[config.mk]
export PLATFORM = sky130hd
export DESIGN_NAME = keypad_code_lock_controller_top
export DESIGN_NICKNAME = d
export VERILOG_FILES = /design/src/hw/rtl/kclc_pkg.sv /design/src/hw/rtl/kclc_front.sv /design/src/hw/rtl/kclc_queue.sv /design/src/hw/rtl/kclc_back.sv /design/src/hw/rtl/keypad_code_lock_controller_top.sv
export SDC_FILE = /design/constraint.sdc
export NUM_CORES = 1
export LEC_CHECK = 0
export BUFFER_PORTS_ARGS = -buffer_cell sky130_fd_sc_hd__buf_2
export CAP_MARGIN = 15
export CORE_MARGIN = 8
export CORE_UTILIZATION = 56
export CTS_BUF_LIST = sky130_fd_sc_hd__clkbuf_4 sky130_fd_sc_hd__clkbuf_8 sky130_fd_sc_hd__clkbuf_16
export CTS_CLUSTER_SIZE = 8
export DETAILED_ROUTE_END_ITERATION = 10
export GPL_TIMING_DRIVEN = 1
export PLACE_DENSITY = 0.89
export SYNTH_ARGS = -nofsm -noshare
export SYNTH_HDL_FRONTEND = slang
export SYNTH_HIERARCHICAL = 1
export SYNTH_SLANG_ARGS = --single-unit
[constraint.sdc]
create_clock -name clk_i -period 3.8 [get_ports clk_i]
set_input_delay 0.19 -clock clk_i [delete_from_list [all_inputs] [get_ports clk_i]]
set_output_delay 0.19 -clock clk_i [all_outputs]
set_load 0.005 [all_outputs]
[src/hw/rtl/kclc_pkg.sv]
// Shared types and constants for the keypad code lock controller.
`default_nettype none

package kclc_pkg;

  // Number of digits in the lock code
  localparam int unsigned CodeLen = 4;
  // Width of a digit index into the entry buffer
  localparam int unsigned IdxW = (CodeLen > 1) ? $clog2(CodeLen) : 1;
  // Digit count width, as wide as the digits_shown field
  localparam int unsigned CntW = 3;
  // Timer and register widths
  localparam int unsigned TimerW = 16;
  localparam int unsigned TempW = 12;

  // Decoded operation carried from the front end to the back end
  typedef enum logic [2:0] {
    OP_NOP,
    OP_TICK,
    OP_BUTTON,
    OP_MODE,
    OP_DIGIT,
    OP_CLEAR,
    OP_ENTER
  } op_e;

  // One queued request
  typedef struct packed {
    op_e              op;
    logic [3:0]       digit;
    logic             gas;
    logic [TempW-1:0] temp;
  } req_t;

  // Queue status seen by the front and back ends
  typedef struct packed {
    logic full;
    logic not_empty;
  } q_stat_t;

  // A zero duration counts as a single tick
  function automatic logic [TimerW-1:0] at_least_one(input logic [TimerW-1:0] t);
    return (t == '0) ? TimerW'(1) : t;
  endfunction

endpackage

`default_nettype wire

[src/hw/rtl/kclc_front.sv]
// Front end: accepts input requests and decodes them into operations.
`default_nettype none

module kclc_front (
  input  wire logic                        in_valid_i,
  output logic                             in_stall_o,
  input  wire logic [1:0]                  command_i,
  input  wire logic [4:0]                  key_code_i,
  input  wire logic                        gas_detected_i,
  input  wire logic [kclc_pkg::TempW-1:0]  temp_code_i,
  input  wire kclc_pkg::q_stat_t           q_stat_i,
  output logic                             push_o,
  output kclc_pkg::req_t                   push_req_o
);

  localparam logic [1:0] CmdKey    = 2'd0;
  localparam logic [1:0] CmdTick   = 2'd1;
  localparam logic [1:0] CmdButton = 2'd2;
  localparam logic [4:0] KeyClear  = 5'd14;
  localparam logic [4:0] KeyEnter  = 5'd15;
  localparam logic [4:0] KeyMode   = 5'd16;
  localparam logic [4:0] KeyNine   = 5'd9;

  kclc_pkg::op_e op;

  // Hold off the sender while the queue is full
  assign in_stall_o = q_stat_i.full;
  assign push_o     = in_valid_i && !q_stat_i.full;

  // Decode command and key into one operation
  always_comb begin
    op = kclc_pkg::OP_NOP;
    case (command_i)
      CmdTick:   op = kclc_pkg::OP_TICK;
      CmdButton: op = kclc_pkg::OP_BUTTON;
      CmdKey: begin
        if (key_code_i <= KeyNine) begin
          op = kclc_pkg::OP_DIGIT;
        end else if (key_code_i == KeyClear) begin
          op = kclc_pkg::OP_CLEAR;
        end else if (key_code_i == KeyEnter) begin
          op = kclc_pkg::OP_ENTER;
        end else if (key_code_i == KeyMode) begin
          op = kclc_pkg::OP_MODE;
        end
      end
      default:   op = kclc_pkg::OP_NOP;
    endcase
  end

  assign push_req_o.op    = op;
  assign push_req_o.digit = key_code_i[3:0];
  assign push_req_o.gas   = gas_detected_i;
  assign push_req_o.temp  = temp_code_i;

endmodule

`default_nettype wire

[src/hw/rtl/kclc_queue.sv]
// Two-entry request queue between the front and back ends.
`default_nettype none

module kclc_queue (
  input  wire logic               clk_i,
  input  wire logic               rst_ni,
  input  wire logic               push_i,
  input  wire kclc_pkg::req_t     push_req_i,
  input  wire logic               pop_i,
  output kclc_pkg::req_t          pop_req_o,
  output kclc_pkg::q_stat_t       q_stat_o
);

  kclc_pkg::req_t mem_q [2];
  logic           wr_ptr_q, wr_ptr_d;
  logic           rd_ptr_q, rd_ptr_d;
  logic [1:0]     count_q, count_d;

  // Advance pointers and count
  always_comb begin
    wr_ptr_d = wr_ptr_q;
    rd_ptr_d = rd_ptr_q;
    count_d  = count_q;
    if (push_i) begin
      wr_ptr_d = ~wr_ptr_q;
    end
    if (pop_i) begin
      rd_ptr_d = ~rd_ptr_q;
    end
    if (push_i && !pop_i) begin
      count_d = count_q + 2'd1;
    end else if (pop_i && !push_i) begin
      count_d = count_q - 2'd1;
    end
  end

  always_ff @(posedge clk_i or negedge rst_ni) begin
    if (!rst_ni) begin
      wr_ptr_q <= 1'b0;
      rd_ptr_q <= 1'b0;
      count_q  <= 2'd0;
    end else begin
      wr_ptr_q <= wr_ptr_d;
      rd_ptr_q <= rd_ptr_d;
      count_q  <= count_d;
    end
  end

  // Store the incoming request
  always_ff @(posedge clk_i) begin
    if (push_i) begin
      mem_q[wr_ptr_q] <= push_req_i;
    end
  end

  assign pop_req_o          = mem_q[rd_ptr_q];
  assign q_stat_o.full      = count_q[1];
  assign q_stat_o.not_empty = (count_q != 2'd0);

endmodule

`default_nettype wire

[src/hw/rtl/kclc_back.sv]
// Back end: lock state, timers, configuration and the result register.
`default_nettype none

module kclc_back (
  input  wire logic                          clk_i,
  input  wire logic                          rst_ni,
  input  wire logic                          cfg_we_i,
  input  wire logic [2:0]                    cfg_idx_i,
  input  wire logic [15:0]                   cfg_data_i,
  input  wire kclc_pkg::q_stat_t             q_stat_i,
  input  wire kclc_pkg::req_t                req_i,
  output logic                               pop_o,
  output logic                               out_valid_o,
  input  wire logic                          out_stall_i,
  output logic                               lock_on_o,
  output logic                               buzzer_on_o,
  output logic [2:0]                         screen_o,
  output logic [2:0]                         digits_shown_o,
  output logic                               entry_active_o
);

  localparam int unsigned TW = kclc_pkg::TimerW;
  localparam int unsigned ExtW = (4 * kclc_pkg::CodeLen > 16) ? 4 * kclc_pkg::CodeLen : 16;

  localparam logic [2:0] RegCode  = 3'd0;
  localparam logic [2:0] RegOpen  = 3'd1;
  localparam logic [2:0] RegWrong = 3'd2;
  localparam logic [2:0] RegShort = 3'd3;
  localparam logic [2:0] RegAlarm = 3'd4;
  localparam logic [2:0] RegTemp  = 3'd5;

  localparam logic [2:0] ScrStatus = 3'd0;
  localparam logic [2:0] ScrEnter  = 3'd1;
  localparam logic [2:0] ScrOpen   = 3'd2;
  localparam logic [2:0] ScrWrong  = 3'd3;
  localparam logic [2:0] ScrShort  = 3'd4;

  localparam logic [kclc_pkg::CntW-1:0] FullCnt = kclc_pkg::CntW'(kclc_pkg::CodeLen);

  // Configuration registers
  logic [15:0]                code_q;
  logic [TW-1:0]              open_q, wrong_q, short_q, alarm_q;
  logic [kclc_pkg::TempW-1:0] limit_q;

  // Lock state
  logic                       entry_q, entry_d;
  logic [kclc_pkg::CntW-1:0]  count_q, count_d;
  logic [3:0]                 digits_q [kclc_pkg::CodeLen];
  logic [3:0]                 digits_d [kclc_pkg::CodeLen];
  logic [TW-1:0]              lock_tmr_q, lock_tmr_d;
  logic [TW-1:0]              scr_tmr_q, scr_tmr_d;
  logic [TW-1:0]              alarm_tmr_q, alarm_tmr_d;
  logic [2:0]                 screen_q, screen_d;
  logic                       buzz_q, buzz_d;

  logic                       out_valid_q;
  logic                       busy;
  logic                       match;
  logic [ExtW-1:0]            code_ext;
  logic                       buzz_out;

  // Take a request when the result register is free or being drained
  assign pop_o = q_stat_i.not_empty && (!out_valid_q || !out_stall_i);
  assign busy  = (lock_tmr_q != '0) || (scr_tmr_q != '0);

  // Compare entered digits against the stored code, first digit in the top nibble
  assign code_ext = ExtW'(code_q);
  always_comb begin
    match = 1'b1;
    for (int i = 0; i < kclc_pkg::CodeLen; i++) begin
      if (digits_q[i] != code_ext[4 * (kclc_pkg::CodeLen - 1 - i) +: 4]) begin
        match = 1'b0;
      end
    end
  end

  // Next state for the request at the head of the queue
  always_comb begin
    entry_d     = entry_q;
    count_d     = count_q;
    digits_d    = digits_q;
    lock_tmr_d  = lock_tmr_q;
    scr_tmr_d   = scr_tmr_q;
    alarm_tmr_d = alarm_tmr_q;
    screen_d    = screen_q;
    buzz_d      = buzz_q;
    if (req_i.op == kclc_pkg::OP_TICK) begin
      if (lock_tmr_q != '0) begin
        lock_tmr_d = lock_tmr_q - TW'(1);
        if (lock_tmr_q == TW'(1)) begin
          screen_d = ScrStatus;
        end
      end
      if (scr_tmr_q != '0) begin
        scr_tmr_d = scr_tmr_q - TW'(1);
        if (scr_tmr_q == TW'(1)) begin
          screen_d = ScrEnter;
        end
      end
      if (alarm_tmr_q != '0) begin
        alarm_tmr_d = alarm_tmr_q - TW'(1);
        if (alarm_tmr_q == TW'(1)) begin
          buzz_d = 1'b0;
        end
      end
    end else if (!busy) begin
      case (req_i.op)
        kclc_pkg::OP_BUTTON: begin
          lock_tmr_d = kclc_pkg::at_least_one(open_q);
          screen_d   = ScrOpen;
        end
        kclc_pkg::OP_MODE: begin
          entry_d  = !entry_q;
          count_d  = '0;
          digits_d = '{default: 4'd0};
          screen_d = entry_q ? ScrStatus : ScrEnter;
        end
        kclc_pkg::OP_DIGIT: begin
          if (entry_q) begin
            if (count_q < FullCnt) begin
              digits_d[count_q[kclc_pkg::IdxW-1:0]] = req_i.digit;
              count_d = count_q + kclc_pkg::CntW'(1);
            end
            screen_d = ScrEnter;
          end
        end
        kclc_pkg::OP_CLEAR: begin
          if (entry_q) begin
            count_d  = '0;
            digits_d = '{default: 4'd0};
            screen_d = ScrEnter;
          end
        end
        kclc_pkg::OP_ENTER: begin
          if (entry_q) begin
            if (count_q == FullCnt) begin
              if (match) begin
                lock_tmr_d = kclc_pkg::at_least_one(open_q);
                screen_d   = ScrOpen;
                entry_d    = 1'b0;
              end else begin
                buzz_d      = 1'b1;
                alarm_tmr_d = kclc_pkg::at_least_one(alarm_q);
                scr_tmr_d   = kclc_pkg::at_least_one(wrong_q);
                screen_d    = ScrWrong;
              end
            end else begin
              scr_tmr_d = kclc_pkg::at_least_one(short_q);
              screen_d  = ScrShort;
            end
            count_d  = '0;
            digits_d = '{default: 4'd0};
          end
        end
        default: begin
        end
      endcase
    end
  end

  // Buzzer follows the alarm in entry mode, the sensors otherwise
  assign buzz_out = entry_d ? buzz_d : (req_i.gas || (req_i.temp > limit_q));

  // Hold configuration and state
  always_ff @(posedge clk_i or negedge rst_ni) begin
    if (!rst_ni) begin
      code_q      <= 16'h1234;
      open_q      <= TW'(3000);
      wrong_q     <= TW'(2000);
      short_q     <= TW'(1500);
      alarm_q     <= TW'(10000);
      limit_q     <= kclc_pkg::TempW'(496);
      entry_q     <= 1'b0;
      count_q     <= '0;
      digits_q    <= '{default: 4'd0};
      lock_tmr_q  <= '0;
      scr_tmr_q   <= '0;
      alarm_tmr_q <= '0;
      screen_q    <= ScrStatus;
      buzz_q      <= 1'b0;
      out_valid_q <= 1'b0;
    end else begin
      if (cfg_we_i) begin
        case (cfg_idx_i)
          RegCode:  code_q  <= cfg_data_i;
          RegOpen:  open_q  <= cfg_data_i;
          RegWrong: wrong_q <= cfg_data_i;
          RegShort: short_q <= cfg_data_i;
          RegAlarm: alarm_q <= cfg_data_i;
          RegTemp:  limit_q <= cfg_data_i[kclc_pkg::TempW-1:0];
          default: begin
          end
        endcase
      end
      if (pop_o) begin
        entry_q     <= entry_d;
        count_q     <= count_d;
        digits_q    <= digits_d;
        lock_tmr_q  <= lock_tmr_d;
        scr_tmr_q   <= scr_tmr_d;
        alarm_tmr_q <= alarm_tmr_d;
        screen_q    <= screen_d;
        buzz_q      <= buzz_d;
        out_valid_q <= 1'b1;
      end else if (!out_stall_i) begin
        out_valid_q <= 1'b0;
      end
    end
  end

  // Load the result register
  always_ff @(posedge clk_i) begin
    if (pop_o) begin
      lock_on_o      <= (lock_tmr_d != '0);
      buzzer_on_o    <= buzz_out;
      screen_o       <= screen_d;
      digits_shown_o <= count_d;
      entry_active_o <= entry_d;
    end
  end

  assign out_valid_o = out_valid_q;

endmodule

`default_nettype wire

[src/hw/rtl/keypad_code_lock_controller_top.sv]
// Top level of the keypad code lock controller.
//
// Input channel: one request per event (key press, timer tick or open
// button) with the current gas and temperature readings, taken when
// in_valid_i is high and in_stall_o is low. Output channel: one result per
// request (lock, buzzer, screen code, digit count, entry flag), taken when
// out_valid_o is high and out_stall_i is low; results keep request order.
// A request is decoded into a two-entry queue, then the back end
// updates the lock state and loads the result register. Throughput is
// one request per cycle while out_stall_i does not hold the result
// register. A stalled result holds in its register; the queue keeps taking
// requests until it fills, then in_stall_o rises. Configuration writes go
// through cfg_we_i, cfg_idx_i and cfg_data_i; the user must make them only
// while no request is in flight, as the block does not enforce it.
// Reset clears the queue, the lock state and timers, and loads the default
// code and durations; no result is pending after reset.
`default_nettype none

module keypad_code_lock_controller_top (
  input  wire logic        clk_i,
  input  wire logic        rst_ni,
  input  wire logic        cfg_we_i,
  input  wire logic [2:0]  cfg_idx_i,
  input  wire logic [15:0] cfg_data_i,
  input  wire logic        in_valid_i,
  output logic             in_stall_o,
  input  wire logic [1:0]  command_i,
  input  wire logic [4:0]  key_code_i,
  input  wire logic        gas_detected_i,
  input  wire logic [11:0] temp_code_i,
  output logic             out_valid_o,
  input  wire logic        out_stall_i,
  output logic             lock_on_o,
  output logic             buzzer_on_o,
  output logic [2:0]       screen_o,
  output logic [2:0]       digits_shown_o,
  output logic             entry_active_o
);

  kclc_pkg::q_stat_t q_stat;
  kclc_pkg::req_t    push_req;
  kclc_pkg::req_t    pop_req;
  logic              push;
  logic              pop;

  // Decode incoming requests
  kclc_front u_front (
    .in_valid_i     (in_valid_i),
    .in_stall_o     (in_stall_o),
    .command_i      (command_i),
    .key_code_i     (key_code_i),
    .gas_detected_i (gas_detected_i),
    .temp_code_i    (temp_code_i),
    .q_stat_i       (q_stat),
    .push_o         (push),
    .push_req_o     (push_req)
  );

  // Buffer decoded requests
  kclc_queue u_queue (
    .clk_i      (clk_i),
    .rst_ni     (rst_ni),
    .push_i     (push),
    .push_req_i (push_req),
    .pop_i      (pop),
    .pop_req_o  (pop_req),
    .q_stat_o   (q_stat)
  );

  // Execute requests and drive results
  kclc_back u_back (
    .clk_i          (clk_i),
    .rst_ni         (rst_ni),
    .cfg_we_i       (cfg_we_i),
    .cfg_idx_i      (cfg_idx_i),
    .cfg_data_i     (cfg_data_i),
    .q_stat_i       (q_stat),
    .req_i          (pop_req),
    .pop_o          (pop),
    .out_valid_o    (out_valid_o),
    .out_stall_i    (out_stall_i),
    .lock_on_o      (lock_on_o),
    .buzzer_on_o    (buzzer_on_o),
    .screen_o       (screen_o),
    .digits_shown_o (digits_shown_o),
    .entry_active_o (entry_active_o)
  );

endmodule

`default_nettype wire
======== After elaboration in Yosys (flattened, before gate mapping) ========
Memories as Yosys holds them, arrays and structs flattened.
Index checks and enable logic that the tools add are counted.
storage, ports and cells
  register bits after elaboration ......... 178
  bits in writable memories ............... 40
  bits of input ports ..................... 44
  logic and storage cells ................. 197
  memories ................................ 1
memories
  memory         words  bits a word  rd ports  clocked after memory_dff  wr ports  RTL line          RTL
  u_queue.mem_q  2      20           1         0                         1         kclc_queue.sv:14  kclc_pkg::req_t mem_q [2];
operators by class
  add/subtract/negate cells ............... 6
  magnitude comparators ................... 5
  equality and inequality tests ........... 33
  mux-type cells .......................... 80
  bitwise operators ....................... 5
  reductions and logical operators ........ 41
operators with widths
  operator                                               count
  2-to-1 mux 16 bit                                      27
  zero test 16 bit                                       4
  nonzero test 16 bit                                    4
  2-to-1 mux 3 bit                                       17
  equality test 16 x 1 -> 1 bit, second input constant   3
  one-hot mux 16 bit (3 select lines)                    1
  subtractor 16 x 1 -> 16 bit, second input constant     3
  one-hot mux 16 bit (2 select lines)                    1
  2-to-1 mux 1 bit                                       24
  equality test 3 bit, second input constant             6
  one-hot mux 3 bit (3 select lines)                     2
  bitwise mux 16 bit                                     1
  inequality test 4 bit                                  4
  AND reduction 7 bit                                    2
  equality test 3 x 2 -> 1 bit, second input constant    4
  > comparator 12 bit                                    1
  one-hot mux 3 bit (4 select lines)                     1
  AND reduction 2 bit                                    6
  equality test 5 x 4 -> 1 bit, second input constant    2
  nonzero test 2 bit                                     5
  demux 4 bit (select 2 bit)                             1
  inequality test 2 x 1 -> 1 bit, second input constant  4
  inequality test 2 bit, second input constant           4
  equality test 3 x 1 -> 1 bit, second input constant    2
  24 further kinds                                       41

======== Logic depth before layout (Yosys ltp) ========
Gate-level depths: netlist (run 1).
  depth after elaboration ................. 12
  mapped depth ............................ 12
  gate-level depth less buffers ........... 11

======== Cells and area by module ========
Netlist (run 1), hierarchy kept.
by module, submodules not included
  module      instances  cells an instance  area an instance (um^2)
  kclc_back   1          910                9286.4
  kclc_queue  1          78                 1710.4
  kclc_front  1          29                 215.2

======== Worst setup path after synthesis (run 1) ========
Ideal clock, no wire load.
  path kind ............................... register to register
  start ................................... register u_queue.rd_ptr_q
  end ..................................... register u_back.lock_on_o, data pin
  data arrival time ....................... 3.297 ns
  data required time ...................... 3.541 ns
  path slack .............................. 0.244 ns
  stages on the path, launching flop included .. 12
  buffers on the path ..................... 2
  period minus slack after synthesis ...... 3.556 ns
  path through ............................ dfrtp_1 -> buf_6 -> mux2_4 -> clkbuf_1 -> nor3b_2 -> nand3b_2 -> or4_1 -> xnor2_1 -> or4_1 -> nor4_1 -> nand4_1 -> or2_1
RTL lines
  item                    RTL line          RTL
  from (decl)             kclc_queue.sv:16  logic rd_ptr_q, rd_ptr_d;
  from (signal assigned)  kclc_queue.sv:44  rd_ptr_q <= rd_ptr_d;
  to (signal assigned)    kclc_back.sv:214  lock_on_o <= (lock_tmr_d != '0);
  to (decl)               kclc_back.sv:15   output logic lock_on_o,

======== Worst setup path after layout (run 1) ========
  start ................................... register u_back.scr_tmr_q[0]
  end ..................................... register u_back.lock_on_o, data pin
between the ends
  longest elaborated chain between the ends .. 5
RTL lines
  item                    RTL line          RTL
  from (decl)             kclc_back.sv:51   logic [TW-1:0] scr_tmr_q, scr_tmr_d;
  from (signal assigned)  kclc_back.sv:200  scr_tmr_q <= scr_tmr_d;
  nonzero test 16 bit     kclc_back.sv:64   assign busy = (lock_tmr_q != '0) || (scr_tmr_q != '0);
  logical OR 1 bit        kclc_back.sv:64
  2-to-1 mux 16 bit       kclc_back.sv:106  end else if (!busy) begin
  2-to-1 mux 16 bit       kclc_back.sv:87   if (req_i.op == kclc_pkg::OP_TICK) begin
  nonzero test 16 bit     kclc_back.sv:214
No other way between the ends.
A chain may end at the register's enable or synchronous reset.

==> summary.md, run 1 <==
The run finished with clean final reports. Traced cell by cell, the critical path runs through inv_1 -> ha_1 -> nor3b_1 -> nand4_1 -> nor2_4 -> nand2_1 -> a21o_1 -> a2111oi_0 -> nand4_1 -> or2_1. Sequential cells were found to cover 51.2% of the synthesized design area. The area enclosed by the die boundary came out at 24,800 um^2. The arrival time at the worst endpoint was 3.58 ns; the worst slack after detailed placement was 0.482 ns. After detailed routing, the number of remaining DRC violations is 0. The tools report the number of setup violations in the final report as 0.

The floorplan row count was 51; the number of I/O pins was 55. The clock-pin slew on the worst setup and hold paths came out at 0.06 ns. The startpoint identified for the worst register-to-register timing path is u_back/scr_tmr_q[0]$_DFFE_PN0P_. In the final layout, the share of cells above drive strength 1 is 27.0%. The min-delay analysis places its worst path in the category in2reg. The most area-hungry cell type in the Yosys netlist is sky130_fd_sc_hd__dfrtp_1. Total via count after detailed routing: 9,111. The wire length per cell works out to 24.0 um. The synthesized area per cell came out at 11.0 um^2. During placement, the flow inserted port buffers numbering 54. The cell occurring most often along the worst timing path is sky130_fd_sc_hd__nand4_1. The number of synthesis warnings was 6. The critical path's slowest cell was sky130_fd_sc_hd__dfrtp_1. The logs give 0 for the number of pins with negative max-slew slack in the final report and 26.5% for the total routing usage reported by global routing.

The tools report the data required time of the critical path as 4.09 ns. Setup repair after global routing left no endpoint under its margin. In the synthesized netlist the async set-or-reset flop fraction comes to 77.5%. The tools report the cell at the root of the clock tree as sky130_fd_sc_hd__clkbuf_16. Number of flip-flops and latches in the synthesized netlist: 218. Among all cell types in the netlist, the one instantiated most often is sky130_fd_sc_hd__dfrtp_1.

Worst slew margin relative to its limit: 22.8%. After detailed routing, the number of vias per cell comes to 6.66. The power density over the cells is 731 nW/um^2. In this run the cell area of the synthesized design comes to 11,200 um^2. Measured along the x axis, the die boundary spans 157 um. The maximum fanout count along the critical path works out to 8.

STA classifies the critical path endpoint as a flip-flop. TritonCTS built the clock tree. For the count of endpoints failing hold in the final timing report, the log shows 0. By count the netlist is led by 134 x sky130_fd_sc_hd__dfrtp_1, 95 x sky130_fd_sc_hd__mux2_2, 79 x sky130_fd_sc_hd__nand2_1, 76 x sky130_fd_sc_hd__nor2_1, 51 x sky130_fd_sc_hd__a21oi_1. In the synthesized netlist the dominant register cell turns out to be sky130_fd_sc_hd__dfrtp_1. Once detail routing completed, the nets flagged for antenna violations numbered 0. The floorplan step defined a core boundary enclosing 19,500 um^2. The worst hold path begins at cfg_data_i[0].

The worst hold path passes through 2 cells. The delay contributed by the slowest stage of the critical path was 0.44 ns; the post-layout worst setup margin was 0.505 ns. The longest clock path from root to sink contains 3 buffers. The count of maximum capacitance violations is 0. In the final layout, flip-flops and latches occupy 5740 um^2. The largest voltage drop on the vdd net is 0.618 mV, and the count of flip-flops with a built-in enable after synthesis is 49.

Counting every net in the synthesized netlist gives 1,084. For this run, the post-layout net count is 1,144. For this design, the sink count on the clock tree is 218. The worst setup path is launched from a flip-flop.

On the final layout, the worst clock skew is 0.0129 ns. The first global-routing pass estimated 51,300 um of wire. The run gives 0.935 as the global placer's final weighted congestion. The number of buffers and inverters on the critical path was 1; the clock latency on the worst-skew pair was 0.55 ns. The critical path class is reg2reg. The multi-input combinational cells in the finished layout cover a total of 5060 um^2. The tools report the effective utilization at floorplan as 57.4%.

The run gives 0 as the number of antenna violations at the first check in global routing. The first TritonRoute pass finished after 5 iterations. The maximum operating frequency came out at 0.304 GHz. The vertical die dimension is 157 um, and the total overflow reported by the global router is 0.

The repair_antennas step left the layout with diodes totalling 0. The synthesis-to-layout area growth is 14.6%. By area the synthesized netlist is led by sky130_fd_sc_hd__dfrtp_1 30%, sky130_fd_sc_hd__edfxtp_1 13%, sky130_fd_sc_hd__mux2_2 9.5%. The half-perimeter wire length after placement was 19,400 um. For flop-to-flop paths, the worst setup slack is 0.51 ns. Fill cells in the final layout number 1,324. Buffers inserted during clock tree synthesis total 31. The logs give 5.45 nW for the total leakage power and 1,361 for the DRC marker count from the first detailed-route iteration. The via count of the first global-routing pass was 9,067. Sum of negative setup slack: 0 ns. The end of the worst hold path is u_back/open_q[0]$_DFFE_PN0P_. The pin slew with the least headroom to its limit came out at 1.15 ns. The worst path in the final design needs a cycle of 3.29 ns, including I/O delays and setup. End of the worst register-to-register path: u_back/lock_on_o$_DFFE_PP_. Maximum number of pins on one net before global-route repair: 106. The final critical path takes up 86.7% of the cycle.

Fraction of synthesized cell area taken by the top area cell type: 29.9%. For the worst flop-to-flop path, the logic depth is 10. The total setup buffers inserted after CTS was 0.

The kind of cell adding the most delay to the critical path is simple AND/OR/NAND/NOR gates. The sum of routed wire length over all layers is 32,800 um, and the number of H-tree levels is 1. The count of mapped cells out of synthesis came out at 1,017. The distinct cell type count of the synthesized netlist is 81.
[power by group]
part           switching [mW]  internal (mW)
Combinational            1.76           1.23
Sequential              0.616           3.08
Clock                    1.01           1.70
Total                    3.38           6.01
[cells in the final DEF (no fill, tap or decap), types with 5 or more instances in the layout]
cell / instances
sky130_fd_sc_hd__nor4_1: 30
sky130_fd_sc_hd__o21ai_1: 22
sky130_fd_sc_hd__a22oi_1: 5
sky130_fd_sc_hd__o21ai_0: 46
sky130_fd_sc_hd__a221oi_1: 8
sky130_fd_sc_hd__a21oi_1: 51
sky130_fd_sc_hd__buf_2: 53
sky130_fd_sc_hd__nor2_1: 76
sky130_fd_sc_hd__dlygate4sd3_1: 24
sky130_fd_sc_hd__ha_1: 23
sky130_fd_sc_hd__mux2_4: 19
sky130_fd_sc_hd__o22ai_1: 5
sky130_fd_sc_hd__nand3_1: 11
sky130_fd_sc_hd__and3_1: 6
sky130_fd_sc_hd__o22a_1: 9
sky130_fd_sc_hd__and2_1: 5
sky130_fd_sc_hd__or4_1: 5
sky130_fd_sc_hd__dfrtp_1: 134
sky130_fd_sc_hd__nor2b_1: 7
sky130_fd_sc_hd__nand2_1: 78
sky130_fd_sc_hd__a31oi_1: 15
sky130_fd_sc_hd__buf_4: 9
sky130_fd_sc_hd__a211oi_1: 5
sky130_fd_sc_hd__clkbuf_16: 31
sky130_fd_sc_hd__edfxtp_1: 49
sky130_fd_sc_hd__or3_1: 6
sky130_fd_sc_hd__a21o_1: 6
sky130_fd_sc_hd__xnor2_1: 6
sky130_fd_sc_hd__dfstp_2: 35
sky130_fd_sc_hd__inv_1: 33
sky130_fd_sc_hd__nand4_1: 12
sky130_fd_sc_hd__mux2_2: 95
sky130_fd_sc_hd__a22o_1: 17
sky130_fd_sc_hd__nand2b_1: 7
sky130_fd_sc_hd__nor3_1: 27
sky130_fd_sc_hd__xor2_1: 26
sky130_fd_sc_hd__clkbuf_4: 25
[how the worst max path moves through the flow]
stage | from | end | cells past startpoint
floorplan | u_queue/rd_ptr_q$_DFFE_PN0P_ | u_back/lock_on_o$_DFFE_PP_ | 11
global placement | u_queue/rd_ptr_q$_DFFE_PN0P_ | u_back/lock_on_o$_DFFE_PP_ | 9
detailed placement | u_back/scr_tmr_q[0]$_DFFE_PN0P_ | u_back/alarm_tmr_q[1]$_DFFE_PN0P_ | 10
CTS | u_back/scr_tmr_q[0]$_DFFE_PN0P_ | u_back/alarm_tmr_q[1]$_DFFE_PN0P_ | 10
global route | u_back/scr_tmr_q[0]$_DFFE_PN0P_ | u_back/lock_on_o$_DFFE_PP_ | 10
finish | u_back/scr_tmr_q[0]$_DFFE_PN0P_ | u_back/lock_on_o$_DFFE_PP_ | 10
[metal layers]
| layer | GRT usage (%) | vias to the layer above | routed length (um) |
|---|---|---|---|
| met4 | 15.2 | 0 | 2040 |
| li1 | - | 3869 | - |
| met3 | 5.40 | 189 | 2970 |
| met5 | 0 | - | 0 |
| met1 | 31.1 | 4400 | 11800 |
| met2 | 44.4 | 653 | 16000 |
[what timing repair did]
item                                   in CTS  in global routing
endpoints found under the hold margin     122                  0
hold buffers                               24                  0
setup endpoints to repair                   0                  2
gates resized for setup                     0                  1
[cells by family (layout without fill, tap and decap cells)]
kind of cell,Yosys count,count (layout),share of synthesized area (%)
and+or+nand+nor,310,310,14.6
AOI/OAI and AO/OA,221,221,12.7
DFF,218,218,51.2
muxes,117,117,12.4
buffers and inverters,96,181,4.08
xor gates and xnor gates,32,32,2.50
adders and majority gates,23,23,2.57
[area by class of cell]
cell class | count | area share (%)
clock inverters | 2 | 0.117
well taps | 265 | 2.58
clock buffers | 56 | 7.50
inverters | 34 | 0.993
repair buffers | 89 | 4.74
multi-input cells | 703 | 39.4
flip-flops and latches | 218 | 44.7
[sequential cells by signal, summed over array words and instances, names as in the netlist, 2 cells and up]
signal                 count
u_back/wrong_q            16
u_back/scr_tmr_q          16
u_back/open_q             16
u_back/lock_tmr_q         16
u_back/screen_o            3
u_back/digits_shown_o      3
u_back/short_q            16
u_back/count_q             3
u_back/alarm_q            16
u_back/alarm_tmr_q        16
u_back/limit_q            12
u_queue/count_q            2
u_back/screen_q            3
u_back/code_ext           16
u_queue/mem_q             40
u_back/digits_q           16
[stage by stage]
stage / util, % / cell area (um^2) / cells / power, mW / hold WS, ns
3_5_place_dp: 59.5 / 11600 / 1284 / 6.40 / 0.367
3_3_place_gp: 59.5 / 11600 / 1284 / 6.25 / 0.370
5_1_grt: 65.8 / 12900 / 1367 / 9.80 / 0.0211
6_report: 65.8 / 12900 / 1367 / 9.39 / 0.0206
2_1_floorplan: - / 11200 / 1017 / 5.61 / -0.106
4_1_cts: 65.8 / 12800 / 1366 / 9.21 / 0.00756
[worst reg2reg max path: stages, from the launching register on]
cell and delay [ns]:
sky130_fd_sc_hd__dfrtp_1 0.44, sky130_fd_sc_hd__inv_1 0.08, sky130_fd_sc_hd__ha_1 0.22, sky130_fd_sc_hd__nor3b_1 0.43, sky130_fd_sc_hd__nand4_1 0.42, sky130_fd_sc_hd__nor2_4 0.33, sky130_fd_sc_hd__nand2_1 0.15, sky130_fd_sc_hd__a21o_1 0.21
sky130_fd_sc_hd__a2111oi_0 0.40, sky130_fd_sc_hd__nand4_1 0.13, sky130_fd_sc_hd__or2_1 0.23
Note: power is estimated with default switching activity, not from simulation.
==> inputs of run 2 (changes only) <==
REMOVE_ABC_BUFFERS = 1   (was default)
SETUP_SLACK_MARGIN = 0.05   (was default)
==> run 2 against run 1 <==
  * Sequential share of layout area fell by 0.33 points
  * Critical path type unchanged
  * Worst setup slack got worse by 0.069 ns
  * First-iteration DRC count down 16%
  * Final area grew 0.74%
  * Sequential power decreased by 1%
  * Die area did not move
  * Worst hold slack improved by 0.0028 ns
  * Largest cell class unchanged
  * Critical endpoint unchanged
==> summary.md, run 2 (synthesis results as in run 1) <==
The run finished with clean final reports. For the number of setup violations in the final report, the log shows 0. The setup path with the least slack is of type reg2reg.

Utilization after layout: 66.3%. In this run the worst hold path is classified as in2reg. Setup repair after global routing left no endpoint under its margin.

The count of port buffers added during placement was 54; the largest voltage drop on the vdd net was 0.483 mV. For this block, the initial DRC count from the detailed router was 1,142. The synthesis-to-layout area growth came out at 15.5%. The library cell used most frequently in the layout, excluding fill and tap cells, is sky130_fd_sc_hd__dfrtp_1. Total overflow reported by the global router: 0. The logs give 57.4% for the effective utilization at floorplan and 39.2% for the sequential share of power. The tools report the maximum number of pins on one net before global-route repair as 87. Of the cells placed in the final design, the portion with a size suffix greater than 1 is 26.8%.

The post-route antenna net violation count was 0; the delay contributed by the slowest stage of the critical path was 0.43 ns. Summing over every cut layer, the via total after detailed routing is 8,668. The share of total power dissipated in combinational logic is 31.4%. The number of antenna violations at the first check in global routing was 0. Critical path's slowest cell: sky130_fd_sc_hd__dfrtp_1.

In this run the power spent charging and discharging nets is 3.26 mW. The total routing usage reported by global routing is 24.2%, and the maximum fanout count along the critical path is 8. Final clock period utilization by the worst path: 88.5%. The wire length per cell came out at 21.7 um. In this run the clock root is driven by a sky130_fd_sc_hd__clkbuf_16. At the end of routability-driven placement, the weighted congestion stood at 0.980.

The first detailed-routing pass ran for 6 iterations. The flip-flop count of the largest register, all copies and words added is 40, and the vertical die dimension is 157 um. The pin slew with the least headroom to its limit was 1.18 ns. The tools report the total power as 9.29 mW. The logs give 0.0183 ns for the worst setup skew after layout and 0 for the number of pins with negative max-slew slack in the final report. The initialized floorplan defines 51 standard-cell rows. The tools report the number of I/O pins as 55. For the worst setup path, the data required time is 4.11 ns. Traced cell by cell, the critical path runs through inv_1 -> ha_1 -> nor3b_1 -> nand4_1 -> nor2_4 -> nand2_1 -> a21o_1 -> a2111oi_0 -> nand4_1 -> or2_1. After detailed routing, the number of vias per cell comes to 6.30. The internal portion of the total power is 6.03 mW. In the layout the commonest cells are 134 x sky130_fd_sc_hd__dfrtp_1, 95 x sky130_fd_sc_hd__mux2_2, 78 x sky130_fd_sc_hd__nand2_1.

The critical path startpoint category is a flip-flop. The region available for standard cell placement spans 19,500 um^2. The run gives 8,777 as the via count of the first global-routing pass. Counting along the longest clock path gives a buffer depth of 3.

Power spread over the standard cell area amounts to 717 nW/um^2. Net total in the final layout: 1,152. The arrival time at the worst endpoint came out at 3.68 ns.

The logs give 0.297 GHz for the maximum operating frequency and 1,377 for the filler cell count. The analysis attributes to cell leakage a power of 5.49 nW. The worst setup path is captured at a flip-flop.

The clock network accounts for 29.3% of the total power. For the count of maximum capacitance violations, the log shows 0. TritonCTS built the clock tree. The sum of routed wire length over all layers is 29,900 um. The worst path needs 3.36 ns of the cycle, external delays included. The worst pin sits at a relative slew slack of 21.5%.

The half-perimeter wire length after placement is 19,300 um. For the worst-skew pair, the clock arrives at the later sink with an insertion delay of 0.56 ns. By instance count, the cell type seen most on the critical path is sky130_fd_sc_hd__nand4_1.

Net switching is 35.1% of the power. CTS saw 218 sinks. The clock-pin slew on the worst setup and hold paths is 0.06 ns. The first global-routing pass estimated 47,200 um of wire.

From left edge to right edge, the die measures 157 um. For the number of CTS-inserted buffers, the log shows 31. The number of H-tree levels is 1, and the DRC violations left is 0.

The register with the most flip-flops in the final layout is u_queue/mem_q. The die covers 24,800 um^2. The count of endpoints failing hold in the final timing report came out at 0.
run 2: cell count changes in the layout (fill, tap and decap cells not counted):
cell	before	now
sky130_fd_sc_hd__dlygate4sd3_1	24	30
sky130_fd_sc_hd__buf_4	9	11
sky130_fd_sc_hd__buf_6	1	2
sky130_fd_sc_hd__clkbuf_2	1	0
sky130_fd_sc_hd__clkinv_4	0	1
sky130_fd_sc_hd__diode_2	0	1
sky130_fd_sc_hd__inv_16	0	1
sky130_fd_sc_hd__inv_4	1	0
sky130_fd_sc_hd__inv_6	1	0
sky130_fd_sc_hd__nor2b_1	7	8
sky130_fd_sc_hd__nor2b_2	1	0
run 2: stage by stage:
step	hold WS [ns]	setup slack, ns	cell area (um^2)	std cells	TNS, ns
2_1_floorplan	-0.106	-1.16	10900	955	-5.06
3_3_place_gp	0.297	0.625	11600	1286	0
3_5_place_dp	0.298	0.532	11600	1286	0
4_1_cts	0.000385	0.367	12900	1373	0
5_1_grt	0.0127	0.262	12900	1375	0
6_report	0.0233	0.437	12900	1376	0
run 2: area by class of cell:
class | instances | area, um^2 | share of cell area (%)
repair buffers | 97 | 691 | 5.33
multi-input cells | 703 | 5060 | 39.1
clock buffers | 56 | 963 | 7.44
clock inverters | 2 | 28.8 | 0.222
inverters | 34 | 128 | 0.986
well taps | 265 | 332 | 2.56
diodes | 1 | 2.50 | 0.0193
flip-flops and latches | 218 | 5740 | 44.4
run 2: layer usage:
layer  part of all wire, %  vias up  global-route usage (%)
met5                     0        -                       0
li1                      -     3892                       -
met1                    40     4224                    29.7
met2                    49      459                    40.8
met3                   7.3       93                    4.99
met4                   3.9        0                    10.6
run 2: power by group through the flow:
stage               clock network (mW)  registers (mW)  logic, mW
CTS                               2.75            3.62       2.86
floorplan                            0            3.51       2.00
global route                      2.85            3.71       3.20
detailed placement                   0            3.64       2.80
finish                            2.72            3.65       2.92
global placement                     0            3.61       2.69
run 2: worst paths after layout:
path | start | to | slack [ns] | cells after the start
worst max-delay path | u_back/scr_tmr_q[0]$_DFFE_PN0P_ | u_back/lock_on_o$_DFFE_PP_ | 0.44 | 10
worst min-delay path | cfg_data_i[12] | u_back/short_q[12]$_DFFE_PN0P_ | 0.02 | 2
worst max register to register | u_back/scr_tmr_q[0]$_DFFE_PN0P_ | u_back/lock_on_o$_DFFE_PP_ | 0.44 | 10
worst min register to register | u_queue/wr_ptr_q$_DFFE_PN0P_ | u_queue/wr_ptr_q$_DFFE_PN0P_ | 0.49 | 1
max in group asynchronous | rst_ni | u_back/code_ext[5]$_DFFE_PN1P_ | 2.59 | 3
min in group asynchronous | rst_ni | u_back/lock_tmr_q[7]$_DFFE_PN0P_ | 0.24 | 2
run 2: repair_timing:
action | in CTS | in global routing
buffers inserted | 0 | 0
endpoints found under the setup margin | 0 | 1
resized for setup | 0 | 1
hold endpoints to repair | 140 | 1
hold buffers | 29 | 1
run 2: critical path, delay by kind of cell, from the launching register on:
kind                       cells  cell delay [ns]
AOI/OAI and AO/OA              2             0.64
adders and majority gates      1             0.24
buffers and inverters          1             0.08
DFF                            1             0.43
and+or+nand+nor                6             1.74
==> inputs of run 3 (changes only) <==
CORE_UTILIZATION = 65   (was 56)
PLACE_DENSITY = 0.95   (was 0.89)
clock period = 4 ns   (was 3.8 ns; I/O delays follow)
==> run 3 against run 2 <==
  * Clock skew is 0.0036 ns lower
  * Maximum frequency is 4.3% lower
  * Worst setup slack better by 0.050 ns
  * Register-to-register slack better by 0.05 ns
  * Clock power is 5% lower
  * Critical path type unchanged
  * Largest power group unchanged
  * Highest routed layer unchanged
==> summary.md, run 3 (synthesis results as in run 1) <==
Number of detailed-route iterations in the first pass: 8. Detailed placement ended at an HPWL of 19,300 um. Across the run, the number of max-cap violations was 0. The wire length per cell was 24.8 um. The filler cells instantiated in the layout total 958. TritonCTS built the clock tree.

The run gives 32,800 um as the sum of routed wire length over all layers. The cell at the root of the clock tree was sky130_fd_sc_hd__clkbuf_16. The number of I/O pins is 55, and the floorplan row count is 48.

Routability-driven placement finished with a final weighted congestion of 0.977. Buffers inserted to repair hold after CTS numbered 25. The count of endpoints failing hold in the final timing report was 0; the post-route antenna net violation count was 0. u_queue/mem_q holds more flip-flops than any other register.

The number of H-tree levels was 1; the maximum operating frequency was 0.285 GHz. Compared with the post-synthesis result, the final layout area differs by 14.3%. Setup violations remaining at the end of the flow were counted as 0. The first global-routing pass estimated 52,100 um of wire. Along the worst hold path, the cell count comes to 2. The effective utilization at floorplan came out at 65.7%. The via density per instance is 6.97. The routed design could run at a clock period as short as 3.51 ns. Entering global routing, the biggest net connects 106 pins.

Clock-pin slew was measured on the worst setup and hold paths at 0.05 ns. The core region is 17,100 um^2. The area occupied by registers came out at 5740 um^2. Data on the critical path arrives at its endpoint at 3.95 ns.

The run finished with clean final reports. The delay contributed by the slowest stage of the critical path is 0.73 ns, and the maximum fanout count along the critical path is 33. The critical path class is reg2reg. The share of post-route cells with drive strength above 1 works out to 26.6%. The library cell used most frequently in the layout, excluding fill and tap cells, is sky130_fd_sc_hd__dfrtp_1.

For the via count of the first global-routing pass, the log shows 9,358. The data required time of the critical path was 4.44 ns; the net total in the final layout was 1,145. In this run the horizontal extent of the chip is 147 um. The DRC violations left came out at 0.

Count of port buffers added during placement: 54. In this run the tightest slew margin relative to its limit is 27.8%. Walking the worst path, the cells encountered are xor2_1 -> nor4_1 -> nand4_1 -> nor2_1 -> o22ai_1 -> nand2_1 -> nor3_1 -> a211o_1. The pin slew with the least headroom to its limit was 1.08 ns. In the finished design, the share of the clock period the worst path needs comes to 87.8%. Area enclosed by the die boundary: 21,700 um^2.

CTS saw 218 sinks. The worst hold path belongs to the class in2reg. Hold timing on the final database bottoms out at a slack of 0.0124 ns. On the final layout, the worst clock skew is 0.0148 ns. Across the VDD grid, the largest voltage drop is 0.517 mV.

The total power is 8.97 mW. The logs give 5.45 nW for the total leakage power and 0 for the number of pins with negative max-slew slack in the final report. The flip-flop count of the largest register, all copies and words added is 40.

The worst setup path is captured at a flip-flop. Total via count after detailed routing: 9,245. The critical path startpoint category is a flip-flop.

The number of buffers between clock root and the deepest sink is 3, and the number of CTS-inserted buffers is 31. The logs give 0 for the number of antenna violations at the first check in global routing and 0 for the antenna diode count. For the worst flop-to-flop path, the logic depth is 8.

The power density over the cells was 699 nW/um^2; the vertical die dimension was 147 um. The multi-input combinational cells in the finished layout cover a total of 5060 um^2. Leaving out fill and tap cells, the most frequent cells in the layout are 134 x sky130_fd_sc_hd__dfrtp_1, 95 x sky130_fd_sc_hd__mux2_2, 79 x sky130_fd_sc_hd__nand2_1. The slowest stage of the critical path belongs to the cell sky130_fd_sc_hd__nand2_1.

Gates resized during post-CTS repair numbered 0. DRC marker count from the first detailed-route iteration: 1,271. The total setup buffers inserted after CTS is 0, and the total routing usage reported by global routing is 30.2%. Setup repair after global routing left no endpoint under its margin.

For the clock latency on the worst-skew pair, the log shows 0.56 ns. The total overflow left after global routing is 0.
-- run 3: layout make-up --
type,instances,area share [%]
Tap cell,225,2.20
Sequential cell,218,44.8
Timing Repair Buffer,90,4.91
Clock inverter,2,0.225
Multi-Input combinational cell,703,39.5
Inverter,34,0.996
Clock buffer,54,7.40
-- run 3: per-layer routing --
layer  share of wire, %  GRT usage [%]  vias up
met4                7.6           19.7        0
met3                9.8           6.74      211
met2                 47           48.7      776
li1                   -              -     3871
met1                 35           35.8     4387
met5                  0              0        -
-- run 3: final timing paths --
path | from | to | slack, ns
min in group asynchronous | rst_ni | u_back/limit_q[10]$_DFFE_PN0P_ | 0.37
setup / recovery | u_back/code_ext[4]$_DFFE_PN1P_ | u_back/scr_tmr_q[0]$_DFFE_PN0P_ | 0.49
max in group asynchronous | rst_ni | u_back/wrong_q[8]$_DFFE_PN1P_ | 2.73
hold reg to reg | u_back/out_valid_o$_DFFE_PN0P_ | u_back/out_valid_o$_DFFE_PN0P_ | 0.49
setup reg to reg | u_back/code_ext[4]$_DFFE_PN1P_ | u_back/scr_tmr_q[0]$_DFFE_PN0P_ | 0.49
hold / removal | cfg_data_i[15] | u_back/alarm_q[15]$_DFFE_PN0P_ | 0.01
-- run 3: worst max-delay path: cells and delay by family, from the launching register on --
| kind | cells | cell delay [ns] |
|---|---|---|
| flip-flops | 1 | 0.55 |
| XOR/XNOR | 1 | 0.08 |
| AO/OA/AOI/OAI | 2 | 0.42 |
| AND/OR/NAND/NOR | 5 | 2.34 |
-- run 3: where the power goes --
group	internal [mW]	switching (mW)
sequential	2.92	0.580
clock	1.60	0.987
combinational	1.17	1.70
total	5.70	3.27
-- run 3: through the flow --
stage	instances	util, %	setup WS, ns	TNS (ns)	instance area (um^2)
finish	1326	75.1	0.487	0	12800
global route	1326	75.1	0.140	0	12800
CTS	1324	75.0	0.659	0	12800
detailed placement	1243	67.8	0.700	0	11600
global placement	1243	67.8	0.792	0	11600
floorplan	955	-	-0.958	-1.15	10900
